--- config.mk ---
export PLATFORM = sky130hd
export DESIGN_NAME = codeword_interleave_buffer_core
export DESIGN_NICKNAME = d
export VERILOG_FILES = /design/src/rtl/cib_pkg.sv /design/src/rtl/cib_slot_mem.sv /design/src/rtl/codeword_interleave_buffer_core.sv
export SDC_FILE = /design/constraint.sdc
export NUM_CORES = 2
export LEC_CHECK = 0
export ABC_AREA = 1
export ABC_CLOCK_PERIOD_IN_PS = 3800
export BUFFER_PORTS_ARGS = -buffer_cell sky130_fd_sc_hd__buf_2
export CAP_MARGIN = 40
export CORE_MARGIN = 1
export CORE_UTILIZATION = 45
export CTS_CLUSTER_DIAMETER = 120
export DETAILED_ROUTE_END_ITERATION = 12
export GPL_TIMING_DRIVEN = 0
export PLACE_DENSITY_LB_ADDON = 0.2
export SYNTH_ARGS = -nofsm -noshare
export SYNTH_HDL_FRONTEND = slang
export SYNTH_SLANG_ARGS = --single-unit
--- constraint.sdc ---
create_clock -name clk -period 3.8 [get_ports clk]
set_input_delay 0.76 -clock clk [delete_from_list [all_inputs] [get_ports clk]]
set_output_delay 0.76 -clock clk [all_outputs]
set_load 0.05 [all_outputs]
--- src/rtl/cib_pkg.sv ---
`timescale 1ns / 1ps
// ---------------------------------------------------------------------------
// cib_pkg: shared types and constants of the codeword interleave buffer
// Ring geometry, item and status codes, and the slot memory entry format.
// ---------------------------------------------------------------------------
package cib_pkg;

	localparam int BUFFER_DEPTH      = 32;
	localparam int NUM_CODERS        = 16;
	localparam int MAX_CODEWORD_BITS = 32;
	localparam int MAX_RESULTS       = 32;

	localparam int PTR_W   = $clog2(BUFFER_DEPTH);
	localparam int FREE_W  = $clog2(BUFFER_DEPTH + 1);
	localparam int CODER_W = $clog2(NUM_CODERS);
	localparam int CNT_W   = $clog2(MAX_RESULTS);
	localparam int VAL_W   = 32;
	localparam int LEN_W   = 6;

	typedef enum logic [1:0] {
		OP_RESERVE = 2'd0,
		OP_WRITE   = 2'd1,
		OP_FINISH  = 2'd2,
		OP_RESTART = 2'd3
	} op_t;

	typedef enum logic [2:0] {
		STAT_OK       = 3'd0,
		STAT_FULL     = 3'd1,
		STAT_DUP      = 3'd2,
		STAT_NO_RES   = 3'd3,
		STAT_ZERO_LEN = 3'd4
	} status_t;

	typedef enum logic {
		S_IDLE  = 1'b0,
		S_DRAIN = 1'b1
	} state_t;

	typedef struct packed {
		logic [LEN_W-1:0] len;
		logic [VAL_W-1:0] value;
	} slot_entry_t;

	typedef struct packed {
		logic             en;
		logic [PTR_W-1:0] addr;
		slot_entry_t      data;
	} slot_wr_t;

endpackage

--- src/rtl/cib_slot_mem.sv ---
`timescale 1ns / 1ps
// ---------------------------------------------------------------------------
// cib_slot_mem: codeword slot storage
// One write port and one registered read port over the ring slots.
// ---------------------------------------------------------------------------
module cib_slot_mem (
	input  logic                        clk,
	input  cib_pkg::slot_wr_t           wr,
	input  logic                        rd_en,
	input  logic [cib_pkg::PTR_W-1:0]   rd_addr,
	output cib_pkg::slot_entry_t        rd_data
);
	import cib_pkg::*;

	slot_entry_t mem [BUFFER_DEPTH];
	slot_entry_t rd_q;

	always_ff @(posedge clk) begin
		if (wr.en) begin
			mem[wr.addr] <= wr.data;
		end
	end

	// hold the last read while the consumer stalls
	always_ff @(posedge clk) begin
		if (rd_en) begin
			rd_q <= mem[rd_addr];
		end
	end

	assign rd_data = rd_q;

endmodule

--- src/rtl/codeword_interleave_buffer_core.sv ---
`timescale 1ns / 1ps
// ---------------------------------------------------------------------------
// codeword_interleave_buffer_core: entropy-coder codeword interleaver
// Coders reserve ring slots in order, fill them later, and completed slots
// leave in ring order as codewords.
// ---------------------------------------------------------------------------
//
//  channel | handshake           | payload
//  --------+---------------------+-----------------------------------------------
//  in      | in_valid / in_ready | op, coder_id, codeword_value, codeword_length
//  out     | out_valid/out_ready | has_codeword, out_value, out_length, last, status
//
// Reserve, finish, restart, rejected requests and writes that drain nothing
// each give one result. A write that completes the oldest slot gives N
// codewords, one per cycle from the slot memory while the output is not stalled.
// Reset clears ready bits, reservations and pointers; slots are read only when ready.
// A stall on the output holds the result register and the memory read data,
// and no new request is taken until the result register can be refilled.
// ---------------------------------------------------------------------------
module codeword_interleave_buffer_core (
	input  logic                          clk,
	input  logic                          arst_n,
	input  logic                          in_valid,
	output logic                          in_ready,
	input  logic [1:0]                    op,
	input  logic [3:0]                    coder_id,
	input  logic [31:0]                   codeword_value,
	input  logic [5:0]                    codeword_length,
	output logic                          out_valid,
	input  logic                          out_ready,
	output logic                          has_codeword,
	output logic [31:0]                   out_value,
	output logic [5:0]                    out_length,
	output logic                          last,
	output logic [2:0]                    status
);
	import cib_pkg::*;

	// ring bookkeeping
	logic [BUFFER_DEPTH-1:0] rdy_q;          // slot written and waiting to drain
	logic [PTR_W-1:0]        coder_slot_q [NUM_CODERS];
	logic [NUM_CODERS-1:0]   coder_has_q;
	logic [PTR_W-1:0]        dp_q;           // oldest pending slot
	logic [PTR_W-1:0]        rp_q;           // next slot to reserve
	logic [FREE_W-1:0]       free_q;
	logic [CNT_W-1:0]        cnt_q;          // codewords drained for this request
	state_t                  state_q, state_d;

	// result register
	logic        out_valid_q;
	logic        src_mem_q;                  // payload comes from the slot memory
	logic        fin_q;                      // terminator result
	logic        last_q;
	status_t     status_q;

	// request decode
	op_t                 op_in;
	logic [CODER_W-1:0]  cid;
	logic [PTR_W-1:0]    wslot;
	logic [LEN_W-1:0]    len_sat;
	logic [VAL_W:0]      mask_wide;
	logic                out_free;
	logic                take;
	logic                take_idle;
	logic                drain_issue;
	logic                write_ok;
	logic                reserve_ok;
	logic                will_drain;
	logic [PTR_W-1:0]    dp_next;
	logic                drain_last;
	status_t             status_new;

	slot_wr_t            mem_wr;
	slot_entry_t         mem_rd;

	assign op_in    = op_t'(op);
	assign cid      = coder_id[CODER_W-1:0];
	assign wslot    = coder_slot_q[cid];
	assign out_free = !out_valid_q || out_ready;

	// clamp the length and keep only the codeword bits below it
	assign len_sat   = (codeword_length > LEN_W'(MAX_CODEWORD_BITS)) ?
	                   LEN_W'(MAX_CODEWORD_BITS) : codeword_length;
	assign mask_wide = ((VAL_W+1)'(1) << len_sat) - (VAL_W+1)'(1);

	assign reserve_ok = (free_q != '0) && !coder_has_q[cid];
	assign write_ok   = coder_has_q[cid] && (codeword_length != '0);
	assign will_drain = rdy_q[dp_q] || (wslot == dp_q);

	assign dp_next    = dp_q + PTR_W'(1);
	assign drain_last = !rdy_q[dp_next] || (cnt_q == CNT_W'(MAX_RESULTS - 1));

	always_comb begin
		status_new = STAT_OK;
		case (op_in)
			OP_RESERVE: begin
				if (free_q == '0) status_new = STAT_FULL;
				else if (coder_has_q[cid]) status_new = STAT_DUP;
			end
			OP_WRITE: begin
				if (!coder_has_q[cid]) status_new = STAT_NO_RES;
				else if (codeword_length == '0) status_new = STAT_ZERO_LEN;
			end
			default: status_new = STAT_OK;
		endcase
	end

	// control outputs of the sequencer
	always_comb begin
		take_idle   = 1'b0;
		drain_issue = 1'b0;
		case (state_q)
			S_IDLE:  take_idle   = out_free;
			S_DRAIN: drain_issue = out_free;
			default: begin
				take_idle   = 1'b0;
				drain_issue = 1'b0;
			end
		endcase
	end

	assign in_ready = take_idle;
	assign take     = in_valid && take_idle;

	// next state
	always_comb begin
		state_d = state_q;
		case (state_q)
			S_IDLE: begin
				if (take && op_in == OP_WRITE && write_ok && will_drain) state_d = S_DRAIN;
			end
			S_DRAIN: begin
				if (drain_issue && drain_last) state_d = S_IDLE;
			end
			default: state_d = S_IDLE;
		endcase
	end

	always_ff @(posedge clk or negedge arst_n) begin
		if (!arst_n) begin
			state_q <= S_IDLE;
		end else begin
			state_q <= state_d;
		end
	end

	// slot write on an accepted codeword
	always_comb begin
		mem_wr            = '0;
		mem_wr.en         = take && op_in == OP_WRITE && write_ok;
		mem_wr.addr       = wslot;
		mem_wr.data.len   = len_sat;
		mem_wr.data.value = codeword_value & mask_wide[VAL_W-1:0];
	end

	cib_slot_mem u_slot_mem (
		.clk     (clk),
		.wr      (mem_wr),
		.rd_en   (drain_issue),
		.rd_addr (dp_q),
		.rd_data (mem_rd)
	);

	// ring state
	always_ff @(posedge clk or negedge arst_n) begin
		if (!arst_n) begin
			rdy_q       <= '0;
			coder_has_q <= '0;
			dp_q        <= '0;
			rp_q        <= '0;
			free_q      <= FREE_W'(BUFFER_DEPTH);
			cnt_q       <= '0;
		end else begin
			if (take) begin
				cnt_q <= '0;
				case (op_in)
					OP_RESERVE: begin
						if (reserve_ok) begin
							coder_has_q[cid] <= 1'b1;
							rdy_q[rp_q]      <= 1'b0;
							rp_q             <= rp_q + PTR_W'(1);
							free_q           <= free_q - FREE_W'(1);
						end
					end
					OP_WRITE: begin
						if (write_ok) begin
							coder_has_q[cid] <= 1'b0;
							rdy_q[wslot]     <= 1'b1;
						end
					end
					OP_RESTART: begin
						rdy_q       <= '0;
						coder_has_q <= '0;
						dp_q        <= '0;
						rp_q        <= '0;
						free_q      <= FREE_W'(BUFFER_DEPTH);
					end
					default: ;
				endcase
			end else if (drain_issue) begin
				// retire the oldest slot and advance
				rdy_q[dp_q] <= 1'b0;
				dp_q        <= dp_next;
				cnt_q       <= cnt_q + CNT_W'(1);
				if (free_q < FREE_W'(BUFFER_DEPTH)) free_q <= free_q + FREE_W'(1);
			end
		end
	end

	always_ff @(posedge clk) begin
		if (take && op_in == OP_RESERVE && reserve_ok) begin
			coder_slot_q[cid] <= rp_q;
		end
	end

	// result register
	always_ff @(posedge clk or negedge arst_n) begin
		if (!arst_n) begin
			out_valid_q <= 1'b0;
			src_mem_q   <= 1'b0;
			fin_q       <= 1'b0;
			last_q      <= 1'b0;
			status_q    <= STAT_OK;
		end else if (out_free) begin
			if (drain_issue) begin
				out_valid_q <= 1'b1;
				src_mem_q   <= 1'b1;
				fin_q       <= 1'b0;
				last_q      <= drain_last;
				status_q    <= STAT_OK;
			end else if (take && !(op_in == OP_WRITE && write_ok && will_drain)) begin
				out_valid_q <= 1'b1;
				src_mem_q   <= 1'b0;
				fin_q       <= (op_in == OP_FINISH);
				last_q      <= 1'b1;
				status_q    <= status_new;
			end else begin
				out_valid_q <= 1'b0;
			end
		end
	end

	assign out_valid    = out_valid_q;
	assign has_codeword = src_mem_q || fin_q;
	assign out_value    = src_mem_q ? mem_rd.value : VAL_W'(fin_q);
	assign out_length   = src_mem_q ? mem_rd.len : LEN_W'(fin_q);
	assign last         = last_q;
	assign status       = status_q;

	// every reserved slot is either still held by a coder or written and waiting
	a_slot_accounting: assert property (@(posedge clk) disable iff (!arst_n)
		($countones(rdy_q) + $countones(coder_has_q)) == (BUFFER_DEPTH - int'(free_q)))
		else $error("reserved slot count out of step with free count");

	// a drain read only targets a written slot
	a_drain_ready: assert property (@(posedge clk) disable iff (!arst_n)
		drain_issue |-> rdy_q[dp_q])
		else $error("drain read of a slot that is not ready");

	// no request is taken while codewords are draining
	a_no_take_in_drain: assert property (@(posedge clk) disable iff (!arst_n)
		(state_q == S_DRAIN) |-> !in_ready)
		else $error("request taken during drain");

	// restart empties the ring
	a_restart_clears: assert property (@(posedge clk) disable iff (!arst_n)
		(take && op_in == OP_RESTART) |=> (rdy_q == '0) && (coder_has_q == '0)
		&& (free_q == FREE_W'(BUFFER_DEPTH)))
		else $error("restart left ring state behind");

	// a write that starts a drain leaves the oldest slot ready to drain
	a_drain_start: assert property (@(posedge clk) disable iff (!arst_n)
		(take && op_in == OP_WRITE && write_ok && will_drain) |=> rdy_q[dp_q])
		else $error("drain entered without a ready oldest slot");

endmodule
After elaboration in Yosys (flattened, before gate mapping)
Memory sizes are Yosys's and may differ from the RTL's. A register that Yosys moved wholly into a read port is not among the register bits.
Index checks and enable logic that the tools add are counted.
Widths: inputs -> output; s select.

word-level totals
  register bits = 77
  RAM bits = 1296
  input bits = 48
  output and inout bits = 45
  word-level logic and storage cells = 155
  memories kept = 2

memory list
  name            words  bits a word  read ports  clocked after memory_dff  write ports  line                                   RTL
  u_slot_mem.mem  32     38           1           1                         1            cib_slot_mem.sv:15                     slot_entry_t mem [BUFFER_DEPTH];
  coder_slot_q    16     5            1           0                         1            codeword_interleave_buffer_core.sv:41  logic [PTR_W-1:0] coder_slot_q [NUM_CODERS];

operators by class
  $add $sub $neg = 6
  order comparisons = 11
  equal/unequal tests = 12
  shift-type cells = 1
  muxes and demuxes = 61
  bitwise gates (word level) = 10
  reductions and logical operators = 40

operator list
  cell                   number
  $mux 32                5
  $and 32x32->32         3
  $pmux 32 s3            1
  $not 32->32            2
  $pmux 16 s3            1
  $mux 6                 6
  $mux 16                2
  $or 32x32->32          1
  $shl 1x6->32 const A   1
  $sub 32x2->32 const B  1
  $mux 5                 6
  $lt 5x6->1 const B     4
  $mux 1                 23
  $and 16x16->16         1
  $logic_and 1x1->1      16
  $not 16->16            1
  $or 16x16->16          1
  $add 5x1->5 const B    3
  $demux 1 s5            3
  $ge 5x1->1 const B     3
  $logic_not 6->1        2
  $mux 3                 4
  $pmux 6 s2             1
  $reduce_and 4->1       3
  other kinds (31)       47

Longest topological paths before layout
  depth in word-level cells = 9
  gate-level depth with buffers = 19

By module
Synthesis repeated with hierarchy kept, for this count alone.

second synthesis, totals
  cells, all modules = 5822
  area total of the unflattened synthesis = 61212.5 um^2

by module, submodules not included
  module                           instances  cells an instance  area an instance (um^2)  sequential area each (um^2)
  cib_slot_mem                     1          4190               50234.4                  37656.1
  codeword_interleave_buffer_core  1          1632               10978.0                  4330.4

Worst setup path after synthesis
OpenSTA, ideal clock, no wires.

  path kind = in2reg
  start = input codeword_length[1]
  end = memory u_slot_mem.mem[0][29] (netlist name), data pin
  library setup time = 0.540 ns
  arrival = 4.080 ns
  required time = 3.260 ns
  path slack = -0.820 ns
  stages = 11
  path through = inv_1 -> nor2_2 -> nor2_2 -> nand2_1 -> nor2_1 -> nand2_1 -> nand2_1 -> nor3_1 -> nor3b_2 -> nand2_1 -> nor4_1

RTL lines
  element             line                                   RTL
  start: declaration  codeword_interleave_buffer_core.sv:28  input logic [5:0] codeword_length,
  end: declaration    cib_slot_mem.sv:15

==> impl_metrics.csv <==
group,metric,value,unit
logic_synthesis,synth_edf_count,1334,
sta,period_minus_slack,3.90,ns
cells_and_area,area_delta_synth_final,18.9,%
power,p_seq_frac,0.418,
run,cap_violations,0,
power,intPower,28.7,mW
drt,routedWlPerCell,31.4,um
clocking,cts.sinks,1411,
logic_synthesis,syn-num-nets,4881,
critical_path,cpLargestDelayFamily,"buffers and inverters",
critical_path,startpoint,"dp_q[1]",
power,p_sw,14.8,mW
sta,fmaxAchievable,257,MHz
drt,drcViolationCount,0,
sta,slew_headroom,0.308,
sta,clock_skew,0.0342,ns
critical_path,cp.buffers_inverters,5,
hold_path,hold_path_class,"input pin to register",
place,dp_hpwl,153000,um
critical_path,reg2reg_from,"dp_q[1]",
logic_synthesis,synth_top_family_by_area,"compound AO/OA/AOI/OAI gates",
logic_synthesis,yosys.area.top_type,"edfxtp_1",
logic_synthesis,synthArstFlopShare,0.0546,
power,power_density,628,mW/mm2
logic_synthesis,synth.most_common_cell,"edfxtp_1",
critical_path,r2r_slack,-0.1,ns
floorplanning,core_area,0.128,mm2
critical_path,crit_chain,"buf_4 > clkinv_2 > buf_2 > clkbuf_1 > clkbuf_1 > o21ai_0 > o22ai_1 > a221oi_1 > nand2_1",
drt,vias,43941,
logic_synthesis,synth_cells,4819,
logic_synthesis,synth_area_per_cell,12.1,um2
cells_and_area,nFillCells,10751,
drt,avgViaCountPerCell,6.23,
logic_synthesis,synthDistinctLibCells,54,
logic_synthesis,synth-xor-area-share,0.00105,
critical_path,critPathKind,"register to register",
sta,slew_violations,0,
logic_synthesis,ys_warn_count,0,
floorplanning,die_h,361,um
logic_synthesis,ys.flop_type,"edfxtp_1",
cells_and_area,nets,5326,
power,p_leak,24.4,nW
power,vdd.ir_drop.worst,0.519,mV
logic_synthesis,syn_area,0.0581,mm2
clocking,clk_pin_slew,0.06,ns
global_route,grt.total_usage,0.336,
clocking,insertion_delay,0.81,ns
power,clock_power_share,0.326,
logic_synthesis,synth_fa_ha_area_frac,0.00301,
drt,dr.pass1.iters,6,
logic_synthesis,synthSimpleGateAreaFrac,0.106,
power,swShare,0.340,
drt,antenna_left,0,
critical_path,end_kind,"register",
clocking,root_buffer,"clkbuf_16",
clocking,cts_max_level,4,
place,dp.cells,6752,
cells_and_area,instances_no_fill,7048,
sta,layout_setup_ws,-0.0955,ns
sta,min_period_over_period,1.03,
cells_and_area,multi_input_area,0.0147,mm2
global_route,grt_max_degree,46,
floorplanning,die_x,361,um
critical_path,critical_path.max_fanout,10,
logic_synthesis,ys_seq_area_frac,0.722,
status,violations,"setup timing",
critical_path,slowest_stage,"a221oi_1",
place,io_buffers,92,
floorplanning,rows,131,
cells_and_area,seqCellArea,0.0420,mm2
status,status,"complete, but fails checks",
sta,timing.hold.ws,0.301,ns
logic_synthesis,synthMuxAreaShare,0,
floorplanning,start_util,0.455,
power,comb_power_share,0.256,
sta,tightest_slew,1.03,ns
floorplanning,fp.dieArea,0.131,mm2
critical_path,worst_ep_required_time,4.31,ns
global_route,grt_overflow_total,0,
critical_path,cp_common_cell,"clkbuf_1",
global_route,grt_antenna_before_repair,10,
clocking,cts_buffers,149,
critical_path,crit_path_max_incr_delay,0.78,ns
logic_synthesis,synth_compound_area_frac,0.134,
place,place_congestion,0.952,
logic_synthesis,ys_top_cells_by_count,"edfxtp_1, nor2_1, o21ai_0",
power,power.total,43.4,mW
cells_and_area,drive_above_1_share,0.125,
logic_synthesis,synth_top_area_share,0.689,
global_route,grt_pass1_vias,40800,
floorplanning,ioPinCount,93,
critical_path,critPathArrivalTime,4.40,ns
cells_and_area,final_util,0.541,
drt,wirelength,221000,um
drt,first_iter_violations,7096,
clocking,clock_path_buffers,3,
critical_path,start_kind,"register",
sta,hold_viol,0,
logic_synthesis,synthTopCellsByArea,"edfxtp_1, o21ai_0, nor2_1",
clocking,cts_tree,"done",
logic_synthesis,synth-seq-cells,1411,
hold_path,min_from,"op[1]",
global_route,grt_pass1_wl,307000,um
sta,setup_violations,4,
-- path summary, 6_finish.rpt --
path	depth (start not counted)	endpoint
max in group asynchronous	3	free_q[5]
min in group asynchronous	2	rdy_q[8]
max reg2reg	9	u_slot_mem.rd_data[33]
min	3	fin_q
min reg2reg	2	last
max	9	u_slot_mem.rd_data[33]
-- metrics by stage --
step / instance area [um2] / setup WS [ns] / setup TNS [ns]
5_1_grt: 69100 / -0.00495 / -0.00495
6_report: 69100 / -0.0955 / -0.225
3_5_place_dp: 64100 / -1.43 / -1330.84
4_1_cts: 69000 / 0.00412 / 0
2_1_floorplan: 58200 / -0.642 / -698.64
3_3_place_gp: 60700 / -5.36 / -8001.41
-- registers in the layout, summed over array words and instances, names as in the netlist --
name / flops
rp_q: 5
coder_has_q: 16
out_valid: 1
status: 3
last: 1
state_q: 1
coder_slot_q: 80
u_slot_mem.rd_data: 38
src_mem_q: 1
free_q: 6
dp_q: 5
rdy_q: 32
cnt_q: 5
u_slot_mem.mem: 1216
fin_q: 1
-- layout by cell type (no fill, tap or decap), types with 31 or more instances in the layout --
master	count
a221oi_1	70
dfrtp_1	76
clkinv_1	31
inv_1	174
o21ai_0	736
nor2_4	43
nor2_1	727
buf_8	55
clkbuf_1	256
a22o_1	61
buf_2	124
nand2_1	606
edfxtp_1	1334
nand3_1	85
buf_4	37
o22ai_1	308
clkbuf_16	156
buf_12	59
a21oi_1	118
buf_6	45
-- layer usage --
metal | track usage | up-vias | routed length (um)
li1 | - | 18557 | -
met1 | 0.445 | 21403 | 81400
met2 | 0.505 | 3319 | 97200
met3 | 0.0880 | 656 | 28800
met4 | 0.182 | 6 | 13800
met5 | 0 | - | 44
-- final cells by class --
type                       instances  area share
antenna                            7    0.000253
buffer                           296      0.0181
clock buffer                     190      0.0583
clock inverter                    76     0.00907
inverter                         186      0.0102
multi-input combinational       2921       0.212
sequential                      1411       0.607
tap                             1662      0.0301
timing repair buffer             299      0.0546
-- tightest hold or removal path, delay by kind of cell --
kind | cells | cell delay [ns]
buffers and inverters | 1 | 0.14
AND/OR/NAND/NOR | 2 | 0.15
-- kinds of logic (layout without fill, tap and decap cells) --
kind of cell	Yosys count	after routing
adders and majority gates	14	14
xor gates and xnor gates	7	7
AOI/OAI and AO/OA	1358	1358
other	0	7
DFF	1411	1411
and+or+nand+nor	1541	1542
buffers and inverters	488	1047
-- power by group through the flow --
stage / logic (mW) / registers (mW) / clock network (mW)
2_1_floorplan: 5.67 / 18.4 / 0
3_3_place_gp: 10.0 / 18.5 / 0
3_5_place_dp: 10.7 / 18.5 / 0
4_1_cts: 10.7 / 18.1 / 14.2
5_1_grt: 11.6 / 18.2 / 14.8
6_report: 11.1 / 18.2 / 14.2
-- repair_timing --
item | in CTS | in global routing
hold buffers | 1 | 0
gates cloned | 1 | 0
gates resized for setup | 15 | 15
buffers inserted | 15 | 12
pin swaps | 11 | 6
endpoints found under the hold margin | 32 | 0
setup endpoints to repair | 747 | 435
No activity file was read; power rests on OpenSTA's default activity.
